==> config.mk <==
export PLATFORM = sky130hd
export DESIGN_NAME = bitfile_header_parser
export DESIGN_NICKNAME = d
export VERILOG_FILES = /design/src/rtl/bhp_pkg.sv /design/src/rtl/bhp_parse.sv /design/src/rtl/bitfile_header_parser.sv
export SDC_FILE = /design/constraint.sdc
export NUM_CORES = 1
export LEC_CHECK = 0
export BUFFER_PORTS_ARGS = -buffer_cell sky130_fd_sc_hd__buf_4
export CAP_MARGIN = 10
export CORE_MARGIN = 4
export CORE_UTILIZATION = 40
export CTS_BUF_LIST = sky130_fd_sc_hd__clkbuf_8
export CTS_CLUSTER_SIZE = 12
export DETAILED_ROUTE_END_ITERATION = 6
export GPL_TIMING_DRIVEN = 0
export PLACE_DENSITY = 0.55
export SLEW_MARGIN = 20
export SYNTH_ARGS = -nofsm -noshare
export SYNTH_HDL_FRONTEND = slang
export SYNTH_SLANG_ARGS = --single-unit
==> constraint.sdc <==
create_clock -name aclk -period 7.47 [get_ports aclk]
set_clock_uncertainty 0.1 [all_clocks]
set_input_delay 1.1205 -clock aclk [delete_from_list [all_inputs] [get_ports aclk]]
set_output_delay 1.1205 -clock aclk [all_outputs]
set_load 0.03 [all_outputs]
==> src/rtl/bhp_pkg.sv <==
// Shared types and constants for the bit file header parser.
// Holds the one-hot phase encoding, parser state and result structs.
// No dependencies.
package bhp_pkg;

    typedef enum logic [19:0] {
        PH_IDLE    = 20'h00001,
        PH_F1_LEN  = 20'h00002,
        PH_F1_BODY = 20'h00004,
        PH_F2_LEN  = 20'h00008,
        PH_F2_KEY  = 20'h00010,
        PH_F3_LEN  = 20'h00020,
        PH_F3_BODY = 20'h00040,
        PH_F4_KEY  = 20'h00080,
        PH_F4_LEN  = 20'h00100,
        PH_F4_BODY = 20'h00200,
        PH_F5_KEY  = 20'h00400,
        PH_F5_LEN  = 20'h00800,
        PH_F5_BODY = 20'h01000,
        PH_F6_KEY  = 20'h02000,
        PH_F6_LEN  = 20'h04000,
        PH_F6_BODY = 20'h08000,
        PH_F7_KEY  = 20'h10000,
        PH_F7_LEN  = 20'h20000,
        PH_PAYLOAD = 20'h40000,
        PH_ERROR   = 20'h80000
    } phase_t;

    // Result kind
    localparam logic [1:0] ST_HEADER  = 2'd0;
    localparam logic [1:0] ST_PAYLOAD = 2'd1;
    localparam logic [1:0] ST_ERROR   = 2'd2;

    // Error codes
    localparam logic [4:0] ERR_NONE       = 5'd0;
    localparam logic [4:0] ERR_F1_LEN     = 5'd1;
    localparam logic [4:0] ERR_F2_LEN     = 5'd2;
    localparam logic [4:0] ERR_KEY_A      = 5'd3;
    localparam logic [4:0] ERR_F3_LONG    = 5'd4;
    localparam logic [4:0] ERR_F3_UNTERM  = 5'd5;
    localparam logic [4:0] ERR_KEY_B      = 5'd6;
    localparam logic [4:0] ERR_F4_LONG    = 5'd7;
    localparam logic [4:0] ERR_F4_UNTERM  = 5'd8;
    localparam logic [4:0] ERR_KEY_C      = 5'd9;
    localparam logic [4:0] ERR_F5_LEN     = 5'd10;
    localparam logic [4:0] ERR_F5_UNTERM  = 5'd11;
    localparam logic [4:0] ERR_KEY_D      = 5'd12;
    localparam logic [4:0] ERR_F6_LEN     = 5'd13;
    localparam logic [4:0] ERR_F6_UNTERM  = 5'd14;
    localparam logic [4:0] ERR_KEY_E      = 5'd15;
    localparam logic [4:0] ERR_F7_LONG    = 5'd16;

    // Key letters and fixed field lengths
    localparam logic [7:0]  KEY_A      = 8'h61;
    localparam logic [7:0]  KEY_B      = 8'h62;
    localparam logic [7:0]  KEY_C      = 8'h63;
    localparam logic [7:0]  KEY_D      = 8'h64;
    localparam logic [7:0]  KEY_E      = 8'h65;
    localparam logic [7:0]  STR_TERM   = 8'h00;
    localparam logic [31:0] F1_LEN_VAL = 32'd9;
    localparam logic [31:0] F2_LEN_VAL = 32'd1;
    localparam logic [31:0] F5_LEN_VAL = 32'd11;
    localparam logic [31:0] F6_LEN_VAL = 32'd9;
    localparam logic [15:0] SHORT_LEN_BYTES = 16'd2;
    localparam logic [15:0] LONG_LEN_BYTES  = 16'd4;

    typedef struct packed {
        phase_t      phase;
        logic [15:0] field_count;
        logic [31:0] len_acc;
        logic [4:0]  saved_error;
        logic [31:0] payload_len;
    } parse_state_t;

    localparam parse_state_t STATE_RESET = '{
        phase:       PH_IDLE,
        field_count: 16'd0,
        len_acc:     32'd0,
        saved_error: ERR_NONE,
        payload_len: 32'd0
    };

    typedef struct packed {
        logic [1:0]  status;
        logic [4:0]  error_code;
        logic [2:0]  field_id;
        logic [7:0]  out_byte;
        logic        header_done;
        logic [31:0] payload_length;
    } result_t;

    // Header field number of each phase; zero outside the header.
    function automatic logic [2:0] field_of(phase_t p);
        logic [2:0] f;
        unique case (p) inside
            PH_F1_LEN, PH_F1_BODY:            f = 3'd1;
            PH_F2_LEN, PH_F2_KEY:             f = 3'd2;
            PH_F3_LEN, PH_F3_BODY:            f = 3'd3;
            PH_F4_KEY, PH_F4_LEN, PH_F4_BODY: f = 3'd4;
            PH_F5_KEY, PH_F5_LEN, PH_F5_BODY: f = 3'd5;
            PH_F6_KEY, PH_F6_LEN, PH_F6_BODY: f = 3'd6;
            PH_F7_KEY, PH_F7_LEN:             f = 3'd7;
            default:                          f = 3'd0;
        endcase
        return f;
    endfunction

endpackage

==> src/rtl/bhp_parse.sv <==
// Combinational next-state and result logic for one byte of the header parser.
// Depends on bhp_pkg.
module bhp_parse import bhp_pkg::*; #(
    parameter int SIZE_WIDTH = 32
) (
    input  parse_state_t          st_in,
    input  logic [SIZE_WIDTH-1:0] offset_in,
    input  logic [SIZE_WIDTH-1:0] fsize_in,
    input  logic                  start_req,
    input  logic [31:0]           total_bytes,
    input  logic [7:0]            data_byte,
    output parse_state_t          st_next,
    output logic [SIZE_WIDTH-1:0] offset_next,
    output logic [SIZE_WIDTH-1:0] fsize_next,
    output result_t               res
);

    localparam int CW = (SIZE_WIDTH > 32) ? SIZE_WIDTH : 32;

    parse_state_t          cur;
    logic [SIZE_WIDTH-1:0] off;
    logic [SIZE_WIDTH-1:0] fs;
    logic [SIZE_WIDTH-1:0] first;
    logic [15:0]           cnt1;
    logic [31:0]           acc_shift;
    logic                  too_long;
    logic                  body_end;
    logic                  in_header;
    logic [4:0]            err;
    logic [1:0]            status;
    logic                  done;

    always_comb begin
        // A start byte restarts the parse and is byte zero of the new file.
        if (start_req) begin
            cur       = STATE_RESET;
            cur.phase = PH_F1_LEN;
            fs        = SIZE_WIDTH'(total_bytes);
            off       = '0;
        end else begin
            cur = st_in;
            fs  = fsize_in;
            off = offset_in;
        end

        cnt1      = cur.field_count + 16'd1;
        acc_shift = (cur.field_count == 16'd0) ? {24'h0, data_byte}
                                               : {cur.len_acc[23:0], data_byte};
        body_end  = ({16'h0, cnt1} >= cur.len_acc);

        // Bytes left counted from the first byte of the length field.
        first    = off - ((cur.phase == PH_F7_LEN) ? SIZE_WIDTH'(LONG_LEN_BYTES - 16'd1)
                                                   : SIZE_WIDTH'(SHORT_LEN_BYTES - 16'd1));
        too_long = (first >= fs) || (CW'(acc_shift) >= CW'(fs - first));

        st_next   = cur;
        in_header = 1'b1;
        err       = ERR_NONE;
        status    = ST_HEADER;
        done      = 1'b0;

        unique case (cur.phase)
            PH_IDLE: begin
                in_header = 1'b0;
            end
            PH_PAYLOAD: begin
                in_header = 1'b0;
                status    = ST_PAYLOAD;
            end
            PH_ERROR: begin
                in_header = 1'b0;
                status    = ST_ERROR;
            end
            PH_F1_LEN, PH_F2_LEN, PH_F5_LEN, PH_F6_LEN: begin
                st_next.len_acc     = acc_shift;
                st_next.field_count = cnt1;
                if (cnt1 >= SHORT_LEN_BYTES) begin
                    st_next.field_count = 16'd0;
                    case (cur.phase)
                        PH_F1_LEN: begin
                            if (acc_shift != F1_LEN_VAL) err = ERR_F1_LEN;
                            st_next.phase = PH_F1_BODY;
                        end
                        PH_F2_LEN: begin
                            if (acc_shift != F2_LEN_VAL) err = ERR_F2_LEN;
                            st_next.phase = PH_F2_KEY;
                        end
                        PH_F5_LEN: begin
                            if (acc_shift != F5_LEN_VAL) err = ERR_F5_LEN;
                            st_next.phase = PH_F5_BODY;
                        end
                        default: begin
                            if (acc_shift != F6_LEN_VAL) err = ERR_F6_LEN;
                            st_next.phase = PH_F6_BODY;
                        end
                    endcase
                end
            end
            PH_F3_LEN, PH_F4_LEN: begin
                st_next.len_acc     = acc_shift;
                st_next.field_count = cnt1;
                if (cnt1 >= SHORT_LEN_BYTES) begin
                    st_next.field_count = 16'd0;
                    // Size check wins over the empty-string check.
                    if (cur.phase == PH_F3_LEN) begin
                        if (too_long)                 err = ERR_F3_LONG;
                        else if (acc_shift == 32'd0)  err = ERR_F3_UNTERM;
                        st_next.phase = PH_F3_BODY;
                    end else begin
                        if (too_long)                 err = ERR_F4_LONG;
                        else if (acc_shift == 32'd0)  err = ERR_F4_UNTERM;
                        st_next.phase = PH_F4_BODY;
                    end
                end
            end
            PH_F1_BODY, PH_F3_BODY, PH_F4_BODY, PH_F5_BODY, PH_F6_BODY: begin
                st_next.field_count = cnt1;
                if (body_end) begin
                    st_next.field_count = 16'd0;
                    case (cur.phase)
                        PH_F1_BODY: st_next.phase = PH_F2_LEN;
                        PH_F3_BODY: begin
                            if (data_byte != STR_TERM) err = ERR_F3_UNTERM;
                            st_next.phase = PH_F4_KEY;
                        end
                        PH_F4_BODY: begin
                            if (data_byte != STR_TERM) err = ERR_F4_UNTERM;
                            st_next.phase = PH_F5_KEY;
                        end
                        PH_F5_BODY: begin
                            if (data_byte != STR_TERM) err = ERR_F5_UNTERM;
                            st_next.phase = PH_F6_KEY;
                        end
                        default: begin
                            if (data_byte != STR_TERM) err = ERR_F6_UNTERM;
                            st_next.phase = PH_F7_KEY;
                        end
                    endcase
                end
            end
            PH_F2_KEY: begin
                if (data_byte != KEY_A) err = ERR_KEY_A;
                st_next.phase = PH_F3_LEN;
            end
            PH_F4_KEY: begin
                if (data_byte != KEY_B) err = ERR_KEY_B;
                st_next.phase = PH_F4_LEN;
            end
            PH_F5_KEY: begin
                if (data_byte != KEY_C) err = ERR_KEY_C;
                st_next.phase = PH_F5_LEN;
            end
            PH_F6_KEY: begin
                if (data_byte != KEY_D) err = ERR_KEY_D;
                st_next.phase = PH_F6_LEN;
            end
            PH_F7_KEY: begin
                if (data_byte != KEY_E) err = ERR_KEY_E;
                st_next.phase = PH_F7_LEN;
            end
            PH_F7_LEN: begin
                st_next.len_acc     = acc_shift;
                st_next.field_count = cnt1;
                if (cnt1 >= LONG_LEN_BYTES) begin
                    st_next.field_count = 16'd0;
                    if (too_long) begin
                        err = ERR_F7_LONG;
                    end else begin
                        st_next.payload_len = acc_shift;
                        done                = 1'b1;
                        st_next.phase       = PH_PAYLOAD;
                    end
                end
            end
            default: begin
                in_header = 1'b0;
            end
        endcase

        // Any failure overrides the advance and latches the code.
        if (err != ERR_NONE) begin
            st_next.saved_error = err;
            st_next.phase       = PH_ERROR;
            st_next.field_count = 16'd0;
            status              = ST_ERROR;
        end

        offset_next = off;
        if (in_header && (off != {SIZE_WIDTH{1'b1}})) offset_next = off + SIZE_WIDTH'(1);
        fsize_next = fs;

        res.status         = status;
        res.error_code     = (status == ST_ERROR) ? st_next.saved_error : ERR_NONE;
        res.field_id       = field_of(cur.phase);
        res.out_byte       = data_byte;
        res.header_done    = done;
        res.payload_length = st_next.payload_len;
    end

endmodule

==> src/rtl/bitfile_header_parser.sv <==
// Bit file header parser: one result per byte, 1 byte/cycle sustained while m_tready is high.
// The input register feeds one pass of parse logic into the result register.
// Throughput is set by that single pass: one byte per cycle, no bubbles, while m_tready is high.
// Reset (aresetn low, synchronous) clears both stages and puts the parser in wait-for-start.
// Depends on bhp_pkg and bhp_parse.
module bitfile_header_parser import bhp_pkg::*; #(
    parameter int SIZE_WIDTH = 32
) (
    input  logic        aclk,
    input  logic        aresetn,
    // Request side
    input  logic        s_tvalid,
    output logic        s_tready,
    input  logic [39:0] s_tdata,   // [31:0] total_bytes, [39:32] data_byte
    input  logic        s_tuser,   // [0] start_req
    // Result side
    output logic        m_tvalid,
    input  logic        m_tready,
    output logic [55:0] m_tdata,   // [4:0] error_code, [7:5] field_id, [15:8] out_byte,
                                   // [16] header_done, [48:17] payload_length, rest zero
    output logic [1:0]  m_tuser    // [1:0] status
);

    // Input stage: holds one accepted request until the parse pass takes it.
    logic        in_valid_reg;
    logic        in_start_reg;
    logic [31:0] in_total_reg;
    logic [7:0]  in_byte_reg;

    // Parser state carried from byte to byte.
    parse_state_t          st_reg;
    parse_state_t          st_next;
    logic [SIZE_WIDTH-1:0] offset_reg;
    logic [SIZE_WIDTH-1:0] offset_next;
    logic [SIZE_WIDTH-1:0] fsize_reg;
    logic [SIZE_WIDTH-1:0] fsize_next;

    // Result stage.
    logic    out_valid_reg;
    result_t res_reg;
    result_t res_next;

    logic advance;
    logic s_accept;

    // Advance a held request whenever the result register is empty or being drained.
    assign advance  = in_valid_reg && (!out_valid_reg || m_tready);
    assign s_tready = !in_valid_reg || advance;
    assign s_accept = s_tvalid && s_tready;

    bhp_parse #(
        .SIZE_WIDTH (SIZE_WIDTH)
    ) u_parse (
        .st_in       (st_reg),
        .offset_in   (offset_reg),
        .fsize_in    (fsize_reg),
        .start_req   (in_start_reg),
        .total_bytes (in_total_reg),
        .data_byte   (in_byte_reg),
        .st_next     (st_next),
        .offset_next (offset_next),
        .fsize_next  (fsize_next),
        .res         (res_next)
    );

    // Input stage control
    always_ff @(posedge aclk) begin
        if (!aresetn) begin
            in_valid_reg <= 1'b0;
        end else if (s_accept) begin
            in_valid_reg <= 1'b1;
        end else if (advance) begin
            in_valid_reg <= 1'b0;
        end
    end

    // Input stage payload
    always_ff @(posedge aclk) begin
        if (s_accept) begin
            in_start_reg <= s_tuser;
            in_total_reg <= s_tdata[31:0];
            in_byte_reg  <= s_tdata[39:32];
        end
    end

    // Parser state: update only when a byte moves into the result stage.
    always_ff @(posedge aclk) begin
        if (!aresetn) begin
            st_reg     <= STATE_RESET;
            offset_reg <= '0;
            fsize_reg  <= '0;
        end else if (advance) begin
            st_reg     <= st_next;
            offset_reg <= offset_next;
            fsize_reg  <= fsize_next;
        end
    end

    // Result stage control
    always_ff @(posedge aclk) begin
        if (!aresetn) begin
            out_valid_reg <= 1'b0;
        end else if (advance) begin
            out_valid_reg <= 1'b1;
        end else if (m_tready) begin
            out_valid_reg <= 1'b0;
        end
    end

    // Result stage payload: hold while stalled.
    always_ff @(posedge aclk) begin
        if (advance) begin
            res_reg <= res_next;
        end
    end

    assign m_tvalid = out_valid_reg;
    assign m_tuser  = res_reg.status;
    assign m_tdata  = {7'd0,
                       res_reg.payload_length,
                       res_reg.header_done,
                       res_reg.out_byte,
                       res_reg.field_id,
                       res_reg.error_code};

`ifndef NO_ASSERTIONS
    // Header completion is only reported on a clean field 7 byte.
    a_done_clean: assert property (@(posedge aclk) disable iff (!aresetn)
        out_valid_reg && res_reg.header_done |->
            res_reg.status == ST_HEADER && res_reg.field_id == 3'd7)
        else $error("header_done on a byte outside field 7 or not a header byte");

    // An error result always carries a code.
    a_err_coded: assert property (@(posedge aclk) disable iff (!aresetn)
        out_valid_reg && res_reg.status == ST_ERROR |-> res_reg.error_code != ERR_NONE)
        else $error("error status without an error code");

    // Payload bytes never move the header offset.
    a_payload_offset: assert property (@(posedge aclk) disable iff (!aresetn)
        advance && !in_start_reg && st_reg.phase == PH_PAYLOAD |=> $stable(offset_reg))
        else $error("offset moved on a payload byte");
`endif

endmodule
==> metrics.txt <==
Cell Pwr Density 164 nW/µm²; Synth Instances 1927; # rows 73; Avg Synthesized Cell Area 8.45 µm²; worst hold slack about 360 ps; critical path's slowest cell clkbuf_4; failing checks setup timing; post-layout instance area 20700 µm²; DR WL/cell between 20 and 25 µm; critical-path maximum fanout 19; DR iter-0 viols 972; GRT Total Usage 0.250; area of the die around 44000 µm²; leakage 8.37 nW; share of layout cells above drive strength 1 0.243; clk slew on worst S/H paths about 60 ps; CTS Buf Count 48; clk root buf clkbuf_8; Syn. warnings 0; Largest register FFs approximately 110; area leader, netlist dfxtp_1; Ant. Diodes 0; fin util 0.517; flop-to-flop setup slack -460 ps; Worst EP arrival between 8000 and 9000 ps; Max Buffers Root-to-Sink 3; final critical-path required period 7930 ps; Nets 2298; Max Fclk 126 MHz; grt ovf 0; global-route wire length before repair 87000 µm; area of the core approximately 40000 µm²; Tightest Pin Transition 1090 ps; final worst setup slack -460 ps; Post-synth EDFFs between 90 and 100; DR vias/cell 5.76; fin crit share 1.06; Unique masters post-synth 91; post-synthesis sequential area ratio 0.380; Remaining DRCs 0; number of port buffers 96; Max-Cap Viols 0; detailed-route via count 15.7k; Worst VDD drop 0.000131 V; io pins 105; Detailed Place HPWL 42500 µm; Cell Area, Synth 16300 µm²; share of the synthesized area in the top cell type 0.210; clk sinks between 200 and 300; final setup fails 106; die height 210 µm; TritonRoute pass-1 iters 5; hold crit path type flop to flop; most frequent cells in the layout nand2_1, buf_4, dfxtp_1; Final ANT Viol Nets 0; Placer Congestion 0.939; largest net degree at the start of global routing 49; Clock Latency Late Sink 670 ps; Detailed Route WL 57800 µm; number of synthesized register bits 263; setup repair after global routing missed its margin yes; Crit. End Element flop; vias in the first global route 14.9k; commonest non-fill, non-tap cell in the layout nand2_1; Critical Path Max Stage Delay around 420 ps; Die X 210 µm; Initial Util 0.407; top_reg_cell synth dfxtp_1; # H-tree levels 2; placed cell areas approximately 18000 µm²; area grow syn2layout 27.0%; fill cell count between 3k and 4k; Slew HR 0.271; CP startpoint kind flop; final max-slew violation count 0; Final Hold Fails 0; Worst EP required 7890 ps; asr flop ratio synth 0; critical path class flop to flop; ranking of synthesized cells by area dfxtp_1, edfxtp_1, nand2_1; status complete, but fails checks; CTS tree yes; initial antenna violation count 0
## where the power goes
part / internal, mW / switching, mW / total (mW)
clock network: 0.681 / 0.659 / 1.34
registers: 1.53 / 0.0269 / 1.56
logic: 0.186 / 0.314 / 0.500
## per-stage QoR
stage               std cells  setup TNS, ps  power (mW)  worst slack [ps]
floorplan                1933              0        1.86              4.26
global placement         2554        -325720        2.02             -3170
detailed placement       2557        -320100        2.02             -3120
CTS                      2692         -10950        3.41              -362
global route             2729         -46620        3.54              -695
finish                   2729         -18350        3.40              -460
## cell type report
type	count	area [µm²]	share of cell area
tap	525	657	0.0318
inverter	42	165	0.00799
sequential	263	6210	0.300
buffer	111	644	0.0312
clock inverter	32	164	0.00793
clock buffer	55	757	0.0366
timing repair buffer	187	1610	0.0778
multi-input combinational	1514	10500	0.507
## final timing paths
check | cells after the start | end | start
max | 34 | st_reg[93] | in_start_reg
min | 0 | m_tdata[8] | in_byte_reg[0]
min reg2reg | 0 | m_tdata[8] | in_byte_reg[0]
max reg2reg | 34 | st_reg[93] | in_start_reg
## cells by family (layout without fill, tap and decap cells)
logic type                 Yosys count  after routing  synth area share
muxes                               36             36            0.0248
buffers and inverters              157            427            0.0423
adders and majority gates           86             86            0.0670
AOI/OAI and AO/OA                  434            434             0.182
and+or+nand+nor                    873            874             0.262
other                                1              7          0.000230
DFF                                263            263             0.380
xor gates and xnor gates            77             77            0.0414
## routing by layer
layer	GRT usage	vias to the layer above	share of wire
li1	-	7478	-
met2	0.418	566	0.47
met1	0.327	7550	0.43
met4	0.0871	0	0.038
met3	0.0453	138	0.064
met5	0	-	0
## cell usage after synthesis (all sizes together) (6+ instances only)
master,instances
a32o,13
o211ai,12
o21bai,7
a31oi,14
a21boi,37
nand4,33
o31ai,6
o2bb2ai,7
a22o,8
a21oi,110
or3,10
edfxtp,92
nand2b,48
xnor2,44
nor3,34
clkbuf,76
or2,9
xor2,33
nor2,134
mux2,32
inv,41
or4,12
nand2,348
and4,10
a21o,13
o211a,27
o21a,12
and2,47
a22oi,11
nor2b,20
nor4,43
a211oi,14
and3,16
buf,39
nand3,85
o21ai,88
dfxtp,171
ha,84
## critical path, delay by kind of cell (launching register included)
kind / cells / cell delay, ps
simple gates: 8 / 1310
buf+inv: 11 / 3000
compound gates: 12 / 2230
fa+ha+maj: 2 / 670
flops: 1 / 330
xor+xnor: 1 / 150
## timing repair
action                                 4_1_cts  5_1_grt
pin swaps                                   74       87
hold buffers                                 0        0
endpoints found under the hold margin        0        0
gates resized for setup                    146      170
buffers inserted                            50       34
setup endpoints to repair                  111      111
cloned                                       1        6
(Power assumes the default switching activity.)
